**src/rtl/core/gdf_pkg.sv**
```systemverilog
package gdf_pkg;

   localparam int MAX_WINDOW = 64;
   localparam int ADDR_W     = $clog2(MAX_WINDOW);
   localparam int LEN_W      = ADDR_W + 1;

   localparam logic [16:0] METRE_NUM = 17'd111120;
   localparam logic [23:0] METRE_DEN = 24'd10000000;

   localparam int SUM_W     = 32 + ADDR_W + 1;
   localparam int DSUM_W    = 32 + ADDR_W + 1;
   localparam int DIV_NUM_W = 56;
   localparam int DIV_DEN_W = 30;
   localparam int ROOT_W    = 32;

   localparam logic [1:0] REG_MIN_SPEED = 2'd0;
   localparam logic [1:0] REG_WINDOW    = 2'd1;
   localparam logic [1:0] REG_THRESHOLD = 2'd2;

   typedef enum logic [4:0] {
      ST_IDLE,
      ST_S1_RD,
      ST_S1_ACC,
      ST_CLAT,
      ST_CLAT_W,
      ST_CLON,
      ST_CLON_W,
      ST_P2_RD,
      ST_P2_DIFF,
      ST_P2_MUL,
      ST_P2_SQ,
      ST_P2_SQW,
      ST_ML,
      ST_MH,
      ST_DIV,
      ST_DIV_W,
      ST_OUT
   } state_type;

   typedef struct packed {
      logic                 start;
      logic [DIV_NUM_W-1:0] dividend;
      logic [DIV_DEN_W-1:0] divisor;
   } div_req_type;

   typedef struct packed {
      logic                 done;
      logic [DIV_NUM_W-1:0] quotient;
   } div_rsp_type;

endpackage

```
**src/rtl/core/gdf_sqrt.sv**
```systemverilog
module gdf_sqrt (
   input  logic        clock,
   input  logic        reset,
   input  logic        start,
   input  logic [63:0] radicand,
   output logic        done,
   output logic [gdf_pkg::ROOT_W-1:0] root
);
   import gdf_pkg::*;

   logic [63:0] x_ff, x_in, r_ff, r_in, bit_ff, bit_in;
   logic        busy_ff, busy_in, done_ff, done_in;
   logic [63:0] rb;

   always_comb begin
      rb      = r_ff + bit_ff;
      x_in    = x_ff;
      r_in    = r_ff;
      bit_in  = bit_ff;
      busy_in = busy_ff;
      done_in = 1'b0;
      if (start) begin
         x_in    = radicand;
         r_in    = '0;
         bit_in  = 64'd1 << 62;
         busy_in = 1'b1;
      end else if (busy_ff) begin
         if (x_ff >= rb) begin
            x_in = x_ff - rb;
            r_in = (r_ff >> 1) + bit_ff;
         end else begin
            r_in = r_ff >> 1;
         end
         bit_in = bit_ff >> 2;
         if (bit_ff[0]) begin
            busy_in = 1'b0;
            done_in = 1'b1;
         end
      end
   end

   always_ff @(posedge clock) begin
      x_ff   <= x_in;
      r_ff   <= r_in;
      bit_ff <= bit_in;
      if (reset) begin
         busy_ff <= 1'b0;
         done_ff <= 1'b0;
      end else begin
         busy_ff <= busy_in;
         done_ff <= done_in;
      end
   end

   assign done = done_ff;
   assign root = r_ff[ROOT_W-1:0];

endmodule

```
**config.mk**
```make
export PLATFORM = sky130hd
export DESIGN_NAME = gdf_sqrt
export DESIGN_NICKNAME = d
export VERILOG_FILES = /design/src/rtl/core/gdf_pkg.sv /design/src/rtl/core/gdf_sqrt.sv
export SDC_FILE = /design/constraint.sdc
export NUM_CORES = 1
export LEC_CHECK = 0
export ABC_AREA = 1
export BUFFER_PORTS_ARGS = -buffer_cell sky130_fd_sc_hd__buf_2
export CAP_MARGIN = 0
export CORE_ASPECT_RATIO = 1.2
export CORE_MARGIN = 8
export CORE_UTILIZATION = 39
export CTS_CLUSTER_DIAMETER = 120
export DETAILED_ROUTE_END_ITERATION = 7
export SLEW_MARGIN = 30
export SYNTH_ARGS = -nofsm -noshare
export SYNTH_HDL_FRONTEND = slang
export SYNTH_SLANG_ARGS = --single-unit
```
**constraint.sdc**
```tcl
create_clock -name clock -period 6.4 [get_ports clock]
set_clock_uncertainty 0.2 [all_clocks]
set_input_delay 1.28 -clock clock [delete_from_list [all_inputs] [get_ports clock]]
set_output_delay 1.28 -clock clock [all_outputs]
set_load 0.005 [all_outputs]
```
==> summary by stage <==
Power
Of the total power, the share spent switching nets is 0.549. Of the total power, combinational logic draws 0.664. The switching power of the nets is 4.91 mW. For this design the static power due to leakage is 9.86 nW.

The worst ir drop on vdd is 0.240 mV. The internal power summed over all cells is 4.04 mW. The clock network fraction of total power is 0.128. The share of total power dissipated in sequential elements is 0.209. The total power divided by cell area is approximately 420 nW/um2.

Detailed routing
The final layout contains routed wiring with a total length of 81400 um. The wire length per cell after detailed routing is 19.2 um. The detailed-route vias per instance is 5.30. The pre-antenna-repair detailed-routing pass consisted of 6 iterations.

Across all layers, the routed design uses roughly 22000 vias. The starting DRC count in detailed routing is 1695. The number of design rule violations left after detail routing is 0. The count of nets left with antenna violations after detail routing is 0.

Synth
The multiplexer share of the synthesized area is 0. The total of flip-flops plus latches after synthesis is 162. The share of synthesized area occupied by flip-flops and latches is 0.194. The average instance in the mapped netlist occupies 5.63 um2.

Of all flip-flops after synthesis, the portion carrying an async set or reset was 0. Of the total synthesized cell area, the portion taken by AND, OR, NAND and NOR gates is 0.427. The main combinational cell family by area after synthesis is simple AND/OR/NAND/NOR gates. The distinct cell type count of the synthesized netlist is 47. The dominant synthesized flop cell is sky130_fd_sc_hd__dfxtp_1. The compound-gate portion of the synthesized area is 0.128. Synthesis produced 3555 cells. The xor and xnor area share after synthesis is 0.0442. Of the total synthesized cell area, the portion taken by full adders, half adders and majority gates is 0.0823.

The largest total area in the synthesized netlist belongs to sky130_fd_sc_hd__nand2_1. The post-synth net total is 3753. In the post-synthesis netlist, the biggest area contributors are sky130_fd_sc_hd__nand2_1 23%, sky130_fd_sc_hd__dfxtp_1 9.8%, sky130_fd_sc_hd__edfxtp_1 9.6%. The top-area cell type share of the netlist area is 0.225. The Yosys step of the flow raised 0 warnings. Counting flops with a built-in enable in the synthesized netlist gives 64. The mapped netlist covers 20000 um2.

Finish
The storage element area is roughly 3900 um2. The multi-input gate area in the final layout is approximately 14000 um2. Relative to the synthesized area, the layout overhead comes to 7.21%. The post-layout instance area is 21500 um2. Of the cells placed in the final design, the portion with a size suffix greater than 1 is 0.0546. The number of fillers in the final layout is just under 6000. The final layout net count is 3774.

Clock tree
The source-to-sink clock delay at the later pin of the worst-skew pair is 0.51 ns. The root buffer cell is sky130_fd_sc_hd__clkbuf_16. Clock-pin slew was measured on the worst setup and hold paths at 0.08 ns. Clock tree synthesis inserted a total of 17 buffers. The number of buffers inserted for hold repair after clock tree synthesis is 0. No sink is reached through more buffers than the 2 on the longest clock path. CTS saw 162 sinks. The post-cts resize count is 0.

The post-CTS setup buffer count is 0. The TritonCTS clock tree is built. The number of H-tree branching levels is 4.

Run
The number of max-cap violations is 0.

STA
Setup violations remaining at the end of the flow were counted as 0. The slew at the pin closest to its max-slew limit is 0.965 ns. The count of endpoints failing hold in the final timing report was 0. Subtracting the final worst setup slack from the clock period gives approximately 5.5 ns. Setup repair after global routing left no endpoint under its margin. The fmax is 182 MHz. The worst relative slew slack is 0.350. The max-slew violation count is 0.

Summed over all failing endpoints, the final setup total negative slack is 0 ns. Dividing the final minimum period by the clock period gives 0.857.

Die
Measured along the x axis, the die boundary spans ~220 um. Row generation in the floorplan step produced 91 rows. The floorplan step defined a core boundary enclosing 51000 um2. For this configuration, the core starts out at a cell density of 0.392. The die covers about 59000 um2. Measured along the y axis, the die boundary spans 264 um. Pin placement for this block handled 100 I/O pins.

Worst setup path
The signal arrival time at the worst endpoint is 5.72 ns. The required time of the worst setup path is roughly 6.6 ns. STA classifies the critical path endpoint as a flip-flop. The startpoint type of the worst setup path is a flip-flop. The critical-path maximum fanout is 64.

The kind of critical path is reg -> reg.

Place
The placed instance area is about 21000 um2. Summed over all nets, the half-perimeter wirelength after detailed placement is 66400 um. At the end of routability-driven placement, the weighted congestion stood at roughly 1.0. The number of I/O port buffers is 99.

Global route
The number of antenna violations at the first check in global routing came to 0. The global router's overall resource usage is 0.272. The first-pass GRT wire length is 124000 um. The via count of the first global-routing pass was 22400. The total overflow left after global routing is 0. The maximum number of pins on one net before global-route repair is 78.

Worst hold path
In this run the worst hold path is classified as reg -> reg.

Outcome
The run finished with clean final reports.
path summary, 6_finish.rpt:
check,startpoint,end,slack (ns),depth (start not counted)
hold / removal,r_ff[0],r_ff[0],0.33,2
setup reg to reg,r_ff[26],r_ff[9],0.91,21
hold reg to reg,r_ff[0],r_ff[0],0.33,2
setup / recovery,r_ff[26],r_ff[9],0.91,21
layer usage:
layer	vias up	track usage	part of all wire	wire [um]
met4	0	0.169	0.065	5320
met5	-	0	0	0
met2	719	0.465	0.47	38500
li1	11400	-	-	-
met3	209	0.0366	0.048	3910
met1	10200	0.319	0.41	33700
stage by stage:
stage                     utilization  total power [mW]  hold slack (ns)  worst slack [ns]  instances
after global routing            0.421              9.71            0.336             0.459       4239
after CTS                       0.421              8.85            0.320              1.04       4239
final                           0.421              8.96            0.326             0.915       4240
after detailed placement        0.409              7.68            0.309              1.08       4208
after floorplan                     -              6.05            0.263              1.23       3555
after global placement          0.409              7.68            0.292              1.06       4208
cells in the mapped netlist, drive strengths merged, types with 31 or more instances:
library cell and number:
a21oi 233, buf 77, clkbuf 40, dfxtp 98, edfxtp 64, ha 130
inv 491, nand2 1206, nand3 297, nand3b 31, nand4 34, nor2 444
nor3 37, o21ai 174, xnor2 54, xor2 47
critical path, stage by stage, from the launching register on:
cell,delay [ns]
sky130_fd_sc_hd__dfxtp_1,0.63
sky130_fd_sc_hd__ha_1,0.30
sky130_fd_sc_hd__nand2_1,0.14
sky130_fd_sc_hd__o21ai_0,0.41
sky130_fd_sc_hd__nand2_1,0.15
sky130_fd_sc_hd__o21ai_0,0.39
sky130_fd_sc_hd__o21bai_1,0.18
sky130_fd_sc_hd__a21oi_1,0.11
sky130_fd_sc_hd__o21ai_0,0.39
sky130_fd_sc_hd__xnor2_1,0.14
sky130_fd_sc_hd__ha_1,0.39
sky130_fd_sc_hd__nand2_1,0.14
sky130_fd_sc_hd__nor2_1,0.20
sky130_fd_sc_hd__nand2_1,0.14
sky130_fd_sc_hd__nor2_1,0.22
sky130_fd_sc_hd__a21oi_4,0.11
sky130_fd_sc_hd__nand2_4,0.08
sky130_fd_sc_hd__buf_4,0.62
sky130_fd_sc_hd__nand2_1,0.12
sky130_fd_sc_hd__nand2_1,0.10
sky130_fd_sc_hd__nand2_1,0.05
sky130_fd_sc_hd__a21oi_1,0.13
area by class of cell:
| cell class | count | area share |
|---|---|---|
| Timing Repair Buffer | 119 | 0.0308 |
| Inverter | 492 | 0.0861 |
| Tap cell | 651 | 0.0380 |
| Sequential cell | 162 | 0.181 |
| Clock inverter | 13 | 0.00810 |
| Antenna cell | 1 | 0.000117 |
| Clock buffer | 18 | 0.0205 |
| Multi-Input combinational cell | 2784 | 0.635 |
power by group through the flow:
stage,sequential [mW],combinational (mW),clock [mW]
finish,1.87,5.94,1.14
global route,1.90,6.61,1.20
CTS,1.85,5.84,1.16
detailed placement,1.88,5.81,0
global placement,1.88,5.80,0
floorplan,1.67,4.38,0
logic make-up (layout without fill, tap and decap cells):
family | Yosys count | count (layout)
compound gates | 475 | 475
xor+xnor | 101 | 101
fa+ha+maj | 131 | 131
buf+inv | 609 | 642
flops | 162 | 162
other cells | 0 | 1
simple gates | 2077 | 2077
registers in the layout (all words and copies together), names as in the netlist:
name and flops:
x_ff 64, r_ff 64, done 1, busy_ff 1, bit_ff 32
cells in the final DEF (no fill, tap or decap), types with 54 or more instances in the layout:
cell	count
sky130_fd_sc_hd__edfxtp_1	64
sky130_fd_sc_hd__nand2_1	1200
sky130_fd_sc_hd__o21ai_0	163
sky130_fd_sc_hd__dfxtp_1	97
sky130_fd_sc_hd__nor2_1	435
sky130_fd_sc_hd__nand3_1	296
sky130_fd_sc_hd__ha_1	130
sky130_fd_sc_hd__inv_1	485
sky130_fd_sc_hd__a21oi_1	228
sky130_fd_sc_hd__xnor2_1	54
sky130_fd_sc_hd__buf_2	98
Power figures use the tool's default switching activity.
