## config.mk

```make
export PLATFORM = sky130hd
export DESIGN_NAME = gdf_div
export DESIGN_NICKNAME = d
export VERILOG_FILES = /design/src/rtl/core/gdf_pkg.sv /design/src/rtl/core/gdf_div.sv
export SDC_FILE = /design/constraint.sdc
export NUM_CORES = 1
export LEC_CHECK = 0
export BUFFER_PORTS_ARGS = -buffer_cell sky130_fd_sc_hd__buf_2
export CORE_AREA = 2 2 121 123
export DETAILED_ROUTE_END_ITERATION = 7
export DIE_AREA = 0 0 123 125
export GPL_TIMING_DRIVEN = 0
export PLACE_DENSITY_LB_ADDON = 0.25
export SYNTH_ARGS = -nofsm -noshare
export SYNTH_HDL_FRONTEND = slang
export SYNTH_SLANG_ARGS = --single-unit
export TNS_END_PERCENT = 5
```

## constraint.sdc

```tcl
create_clock -name clock -period 6.4 [get_ports clock]
set_input_delay 0.96 -clock clock [delete_from_list [all_inputs] [get_ports clock]]
set_output_delay 0.96 -clock clock [all_outputs]
set_load 0.01 [all_outputs]
```

## src/rtl/core/gdf_pkg.sv

```systemverilog
package gdf_pkg;

   localparam int MAX_WINDOW = 64;
   localparam int ADDR_W     = $clog2(MAX_WINDOW);
   localparam int LEN_W      = ADDR_W + 1;

   localparam logic [16:0] METRE_NUM = 17'd111120;
   localparam logic [23:0] METRE_DEN = 24'd10000000;

   localparam int SUM_W     = 32 + ADDR_W + 1;
   localparam int DSUM_W    = 32 + ADDR_W + 1;
   localparam int DIV_NUM_W = 56;
   localparam int DIV_DEN_W = 30;
   localparam int ROOT_W    = 32;

   localparam logic [1:0] REG_MIN_SPEED = 2'd0;
   localparam logic [1:0] REG_WINDOW    = 2'd1;
   localparam logic [1:0] REG_THRESHOLD = 2'd2;

   typedef enum logic [4:0] {
      ST_IDLE,
      ST_S1_RD,
      ST_S1_ACC,
      ST_CLAT,
      ST_CLAT_W,
      ST_CLON,
      ST_CLON_W,
      ST_P2_RD,
      ST_P2_DIFF,
      ST_P2_MUL,
      ST_P2_SQ,
      ST_P2_SQW,
      ST_ML,
      ST_MH,
      ST_DIV,
      ST_DIV_W,
      ST_OUT
   } state_type;

   typedef struct packed {
      logic                 start;
      logic [DIV_NUM_W-1:0] dividend;
      logic [DIV_DEN_W-1:0] divisor;
   } div_req_type;

   typedef struct packed {
      logic                 done;
      logic [DIV_NUM_W-1:0] quotient;
   } div_rsp_type;

endpackage

```

## src/rtl/core/gdf_div.sv

```systemverilog
module gdf_div (
   input  logic               clock,
   input  logic               reset,
   input  gdf_pkg::div_req_type req,
   output gdf_pkg::div_rsp_type rsp
);
   import gdf_pkg::*;

   logic [DIV_DEN_W-1:0] rem_ff, rem_in;
   logic [DIV_NUM_W-1:0] quo_ff, quo_in;
   logic [$clog2(DIV_NUM_W)-1:0] cnt_ff, cnt_in;
   logic busy_ff, busy_in, done_ff, done_in;
   logic [DIV_DEN_W:0] trial;
   logic               fits;

   always_comb begin
      trial  = {rem_ff, quo_ff[DIV_NUM_W-1]};
      fits   = trial >= {1'b0, req.divisor};
      rem_in = rem_ff;
      quo_in = quo_ff;
      cnt_in = cnt_ff;
      busy_in = busy_ff;
      done_in = 1'b0;
      if (req.start) begin
         rem_in  = '0;
         quo_in  = req.dividend;
         cnt_in  = ($clog2(DIV_NUM_W))'(DIV_NUM_W - 1);
         busy_in = 1'b1;
      end else if (busy_ff) begin
         rem_in = fits ? DIV_DEN_W'(trial - {1'b0, req.divisor}) : trial[DIV_DEN_W-1:0];
         quo_in = {quo_ff[DIV_NUM_W-2:0], fits};
         cnt_in = cnt_ff - 1'b1;
         if (cnt_ff == '0) begin
            busy_in = 1'b0;
            done_in = 1'b1;
         end
      end
   end

   always_ff @(posedge clock) begin
      rem_ff <= rem_in;
      quo_ff <= quo_in;
      cnt_ff <= cnt_in;
      if (reset) begin
         busy_ff <= 1'b0;
         done_ff <= 1'b0;
      end else begin
         busy_ff <= busy_in;
         done_ff <= done_in;
      end
   end

   assign rsp.done     = done_ff;
   assign rsp.quotient = quo_ff;

endmodule

```

==> results of run 1 <==
## logic make-up after synthesis
kind of cell | Yosys count | synth area share, %
compound gates | 131 | 16.0
xor+xnor | 29 | 4.29
fa+ha+maj | 34 | 7.32
buf+inv | 75 | 5.24
flops | 94 | 41.3
mux | 58 | 11.0
simple gates | 183 | 14.9
## Yosys cell counts, types with 16 or more instances
cell	instances
a21oi_1	35
a311oi_1	26
clkbuf_1	20
dfxtp_1	38
edfxtp_1	56
ha_1	33
inv_1	43
mux2_2	56
nand2_1	73
nor2_1	40
o21ai_0	16
xnor2_1	21
## path summary, 6_finish.rpt
check,cells past startpoint,slack (ns),end,start
setup reg to reg,12,2.80,rem_ff[26],quo_ff[55]
hold / removal,2,0.50,rem_ff[11],rem_ff[10]
hold reg to reg,2,0.50,rem_ff[11],rem_ff[10]
setup / recovery,12,2.68,rem_ff[26],req[0]
## critical path, stage by stage
cell and delay, ns:
buf_2 0.10, ha_1 0.13, inv_1 0.04, fa_1 0.41, a21o_1 0.24, a22oi_1 0.27, nor2b_1 0.20, o41ai_2 0.09
o31ai_1 0.67, nor4b_1 0.43, o31ai_1 0.15, a311oi_1 0.28
## layout make-up
cell class	instances	area (um2)	area share (%)
flip-flops and latches	94	2440	34.1
well taps	184	230	3.21
clock buffers	9	225	3.14
multi-input cells	435	3170	44.2
repair buffers	144	721	10.1
plain buffers	32	149	2.08
inverters	43	161	2.25
clock inverters	7	72.6	1.01
## registers in the layout (all words and copies together), names as in the netlist
| name | count |
|---|---|
| quo_ff | 56 |
| rem_ff | 30 |
| cnt_ff | 6 |
| busy_ff | 1 |
| done_ff | 1 |
## power by group
part / total (mW) / internal [mW] / switching, mW
registers: 0.747 / 0.710 / 0.0369
logic: 0.482 / 0.210 / 0.272
clock network: 0.541 / 0.276 / 0.265
## stage by stage
| stage | util [%] | hold WS, ns | worst slack, ns |
|---|---|---|---|
| finish | 50.5 | 0.502 | 2.68 |
| global route | 50.5 | 0.524 | 2.50 |
| CTS | 50.5 | 0.504 | 2.75 |
| detailed placement | 48.4 | 0.493 | 2.41 |
| global placement | 48.4 | 0.483 | 2.61 |
| floorplan | - | 0.463 | 3.11 |
## routing by layer
| layer | wire length, um | share of wire [%] | track usage (%) |
|---|---|---|---|
| met5 | 0 | 0 | 0 |
| met3 | 792 | 5.1 | 3.97 |
| met1 | 6670 | 43 | 25.6 |
| met2 | 7620 | 49 | 34.2 |
| met4 | 537 | 3.4 | 10.0 |
==> metrics.yaml, run 1 <==
status: "completed"
std_cell_rows: 44
yosysUniqueCellTypes: 61
vias: 5130
cts_resized: 0
grt_max_degree: 57
final_common_cell: "buf_2"
clock_sinks: 94
die-area_um2: 15400
final_area_um2: 7170
grt_pass1_wl_um: 25200
hp-class: "flop to flop"
p_per_area_nw_per_um2: 247
area_growth_pct: 21.1
worstSetupStartpointType: "input pin"
overflow: 0
numPlacedInstances: 932
tightestPinTransition_ns: 1.30
synthesis.instances: 604
skew_ns: 0.00729
placed_area_um2: 6870
maxCapViolCount: 0
clkLatencyLatePin_ns: 0.35
synth_edf_count: 56
pin_count: 146
numPortBuffers: 144
grt_use_total_pct: 20.6
synth_seq_cells: 94
period_minus_slack_ns: 3.72
die_h_um: 125
fillers: 1347
cts.htree.levels: 3
finalSetupTns_ns: 0
path_clk_slew_ns: 0.07
antenna_left: 0
power_leakage_nw: 3.12
coreArea_um2: 14200
drive_above_1_share_pct: 31.0
finalCritPeriodShare_pct: 58.1
cts_buffers: 9
clock.fmax_mhz: 269
avgSynthCellArea_um2: 9.80
rsz0062_at_grt: "false"
post_cts_buffers: 0
nets: 882
drc: 0
clk_path_buf_depth: 2
power_mw: 1.77
place.gp.congestion: 0.948
clock-root-buffer: "clkbuf_16"
routedWlPerCell_um: 16.5
worst_setup_path_end_kind: "flop"
path_class: "input pin to flop"
setup_viol: 0
grt_pass1_vias: 5192
synth_top_area_share_pct: 28.4
hold_viol: 0
routed_wl_um: 15600
syn-num-nets: 727
cts_hold_buf: 0
initial_core_util_pct: 41.7
mostFrequentLayoutCells: "buf_2, nand2_1, mux2_2, edfxtp_1, inv_1"
arrival_ns: 3.97
antenna_cells: 0
hpwl_um: 11900
ys.flop_type: "edfxtp_1"
ys_warn_count: 0
slew_violations: 0
required_ns: 6.65
fp.dieW_um: 123
yosysSeqAreaShare_pct: 41.3
yosysTopAreaCell: "edfxtp_1"
instances_no_fill: 948
peakVddDrop_v: 0.000127
drt_first_iter_violations: 376
async_flop_share_pct: 0
via_per_inst: 5.41
cts_tree: "built"
synth_area_um2: 5920
synthTopCellsByArea: "edfxtp_1, dfxtp_1, mux2_2"
dr.pass1.iters: 5
critPathMaxFanout: 5
antenna_found_initial: 0
relSlewSlack_pct: 13.5
(Power assumes the default switching activity.)
==> run 2: changes to the inputs <==
- clock period: 6.4 -> 3.6 ns (I/O delays scaled with it)
==> run 2 against run 1 <==
Net effect:
- clock skew is essentially flat
- cell count unchanged
- first-iteration DRC count down 0.53%
- combinational power up 78%
- worst setup slack lost 2.4 ns
- via count hardly changed
- power rose by 78%
- clock power increased by 78%
- die area stayed put
- routed wire length about the same
- register-to-register slack worse by 2.6 ns
- sequential power is 78% higher
- critical endpoint unchanged
==> metrics.yaml, run 2 (synthesized netlist as in run 1, its figures left out) <==
top_regs: "quo_ff: 56 flops, rem_ff: 30 flops, cnt_ff: 6 flops"
clkLatencyLatePin_ns: 0.35  # about the same
tightestPinTransition_ns: 1.30  # unchanged
placed_area_um2: 6870  # unchanged
area_growth_pct: 21.2  # about the same
initial_core_util_pct: 41.7  # unchanged
cts_tree: "built"
antenna_found_initial: 0  # unchanged
antenna_left: 0  # unchanged
hold_start: "reset"
relSlewSlack_pct: 13.5  # unchanged
vias: 5129  # -0.019%
numPortBuffers: 144  # unchanged
hold_viol: 0  # unchanged
period_minus_slack_ns: 3.37
rsz0062_at_grt: "false"
grt_pass1_wl_um: 25200  # unchanged
ff2ff_path_depth: 12  # unchanged
critPathMaxFanout: 5  # unchanged
required_ns: 3.85  # -2.80 ns
antenna_cells: 0  # unchanged
r2r-start: "quo_ff[55]"
grt_pass1_vias: 5192  # unchanged
cts.htree.levels: 3  # unchanged
path_class: "flop to flop"
largest-register: "quo_ff"
min_path_cells: 2  # unchanged
final_area_um2: 7170  # about the same
multi_input_area_um2: 3170  # +0.16%
power_mw: 3.15  # +78%
hpwl_um: 11900  # unchanged
cts_resized: 0  # unchanged
skew_ns: 0.00734  # +0.0000494 ns
slew_violations: 0  # unchanged
final_common_cell: "buf_2"
drt_first_iter_violations: 374  # -0.53%
maxCapViolCount: 0  # unchanged
largest_reg_flops: 56  # unchanged
cts_buffers: 9  # unchanged
post_cts_buffers: 0  # unchanged
p_per_area_nw_per_um2: 439  # +78%
fp.dieW_um: 123  # unchanged
peakVddDrop_v: 0.000225  # +78%
cts_hold_buf: 0  # unchanged
routed_wl_um: 15600  # about the same
r2r_end: "rem_ff[26]"
clock_sinks: 94  # unchanged
status: "completed"
drive_above_1_share_pct: 31.2  # +0.13 points
via_per_inst: 5.41  # about the same
pin_count: 146  # unchanged
power_leakage_nw: 3.12  # -0.11%
arrival_ns: 3.62  # -0.35 ns
mostFrequentLayoutCells: "buf_2, nand2_1, mux2_2, edfxtp_1, inv_1"
die-area_um2: 15400  # unchanged
path_clk_slew_ns: 0.07  # about the same
die_h_um: 125  # unchanged
clock-root-buffer: "clkbuf_16"
hp-class: "input pin to flop"
grt_use_total_pct: 20.6  # unchanged
coreArea_um2: 14200  # unchanged
reg2reg_slack_ns: 0.23  # -2.57 ns
fillers: 1347  # unchanged
clock.fmax_mhz: 297
clk_path_buf_depth: 2  # unchanged
holdPathEnd: "busy_ff"
place.gp.congestion: 0.948  # unchanged
std_cell_rows: 44  # unchanged
finalSetupTns_ns: 0  # unchanged
finalCritPeriodShare_pct: 93.5
overflow: 0  # unchanged
grt_max_degree: 57  # unchanged
worst_setup_path_end_kind: "flop"
routedWlPerCell_um: 16.5  # about the same
nets: 882  # unchanged
dr.pass1.iters: 5  # unchanged
drc: 0  # unchanged
worstSetupStartpointType: "flop"
ff_latch_area_um2: 2440  # unchanged
setup_viol: 0  # unchanged
[run 2: cell counts in the layout (fill, tap and decap cells not counted)]
Identical to the previous run, type by type.
[run 2: cell type report]
class	instances	area share, %
flip-flops and latches	94	34.1
plain buffers	32	2.08
clock buffers	9	3.14
clock inverters	7	1.01
well taps	184	3.21
repair buffers	144	10.0
multi-input cells	435	44.2
inverters	43	2.25
[run 2: critical path, stage by stage, from the launching register on]
cell,delay (ns)
edfxtp_1,0.47
inv_1,0.11
ha_1,0.14
inv_1,0.04
fa_1,0.41
a21o_1,0.24
a22oi_1,0.27
nor2b_1,0.20
o41ai_2,0.10
o31ai_2,0.45
nor4b_1,0.41
o31ai_1,0.14
a311oi_1,0.28
[run 2: where the power goes]
| group | switching, mW | internal (mW) | total (mW) |
|---|---|---|---|
| Combinational | 0.485 | 0.374 | 0.859 |
| Sequential | 0.0656 | 1.26 | 1.33 |
| Clock | 0.472 | 0.491 | 0.963 |
| Total | 1.02 | 2.13 | 3.15 |
[run 2: per-stage QoR]
stage               worst slack, ns  hold WS, ns  utilization [%]  instances
floorplan                     0.734        0.463                -        604
global placement              0.234        0.483             48.4        932
detailed placement           0.0299        0.493             48.4        932
CTS                          0.0634        0.354             50.5        948
global route                 0.0425        0.359             50.5        948
finish                        0.233        0.375             50.5        948
[run 2: layer usage]
layer	vias up	GRT usage, %	share of wire, %	routed length (um)
li1	2531	-	-	-
met2	168	34.2	49	7620
met1	2392	25.6	43	6710
met4	0	10.0	3.4	536
met5	-	0	0	0
met3	38	3.97	4.8	752
[run 2: how the worst max path moves through the flow]
stage                    start    endpoint  cells past startpoint
floorplan              req[16]   quo_ff[0]                     11
detailed placement      req[0]  rem_ff[26]                     12
finish              quo_ff[55]  rem_ff[26]                     12
global route        quo_ff[55]  rem_ff[26]                     12
CTS                 quo_ff[55]  rem_ff[26]                     12
global placement        req[0]  rem_ff[26]                     12
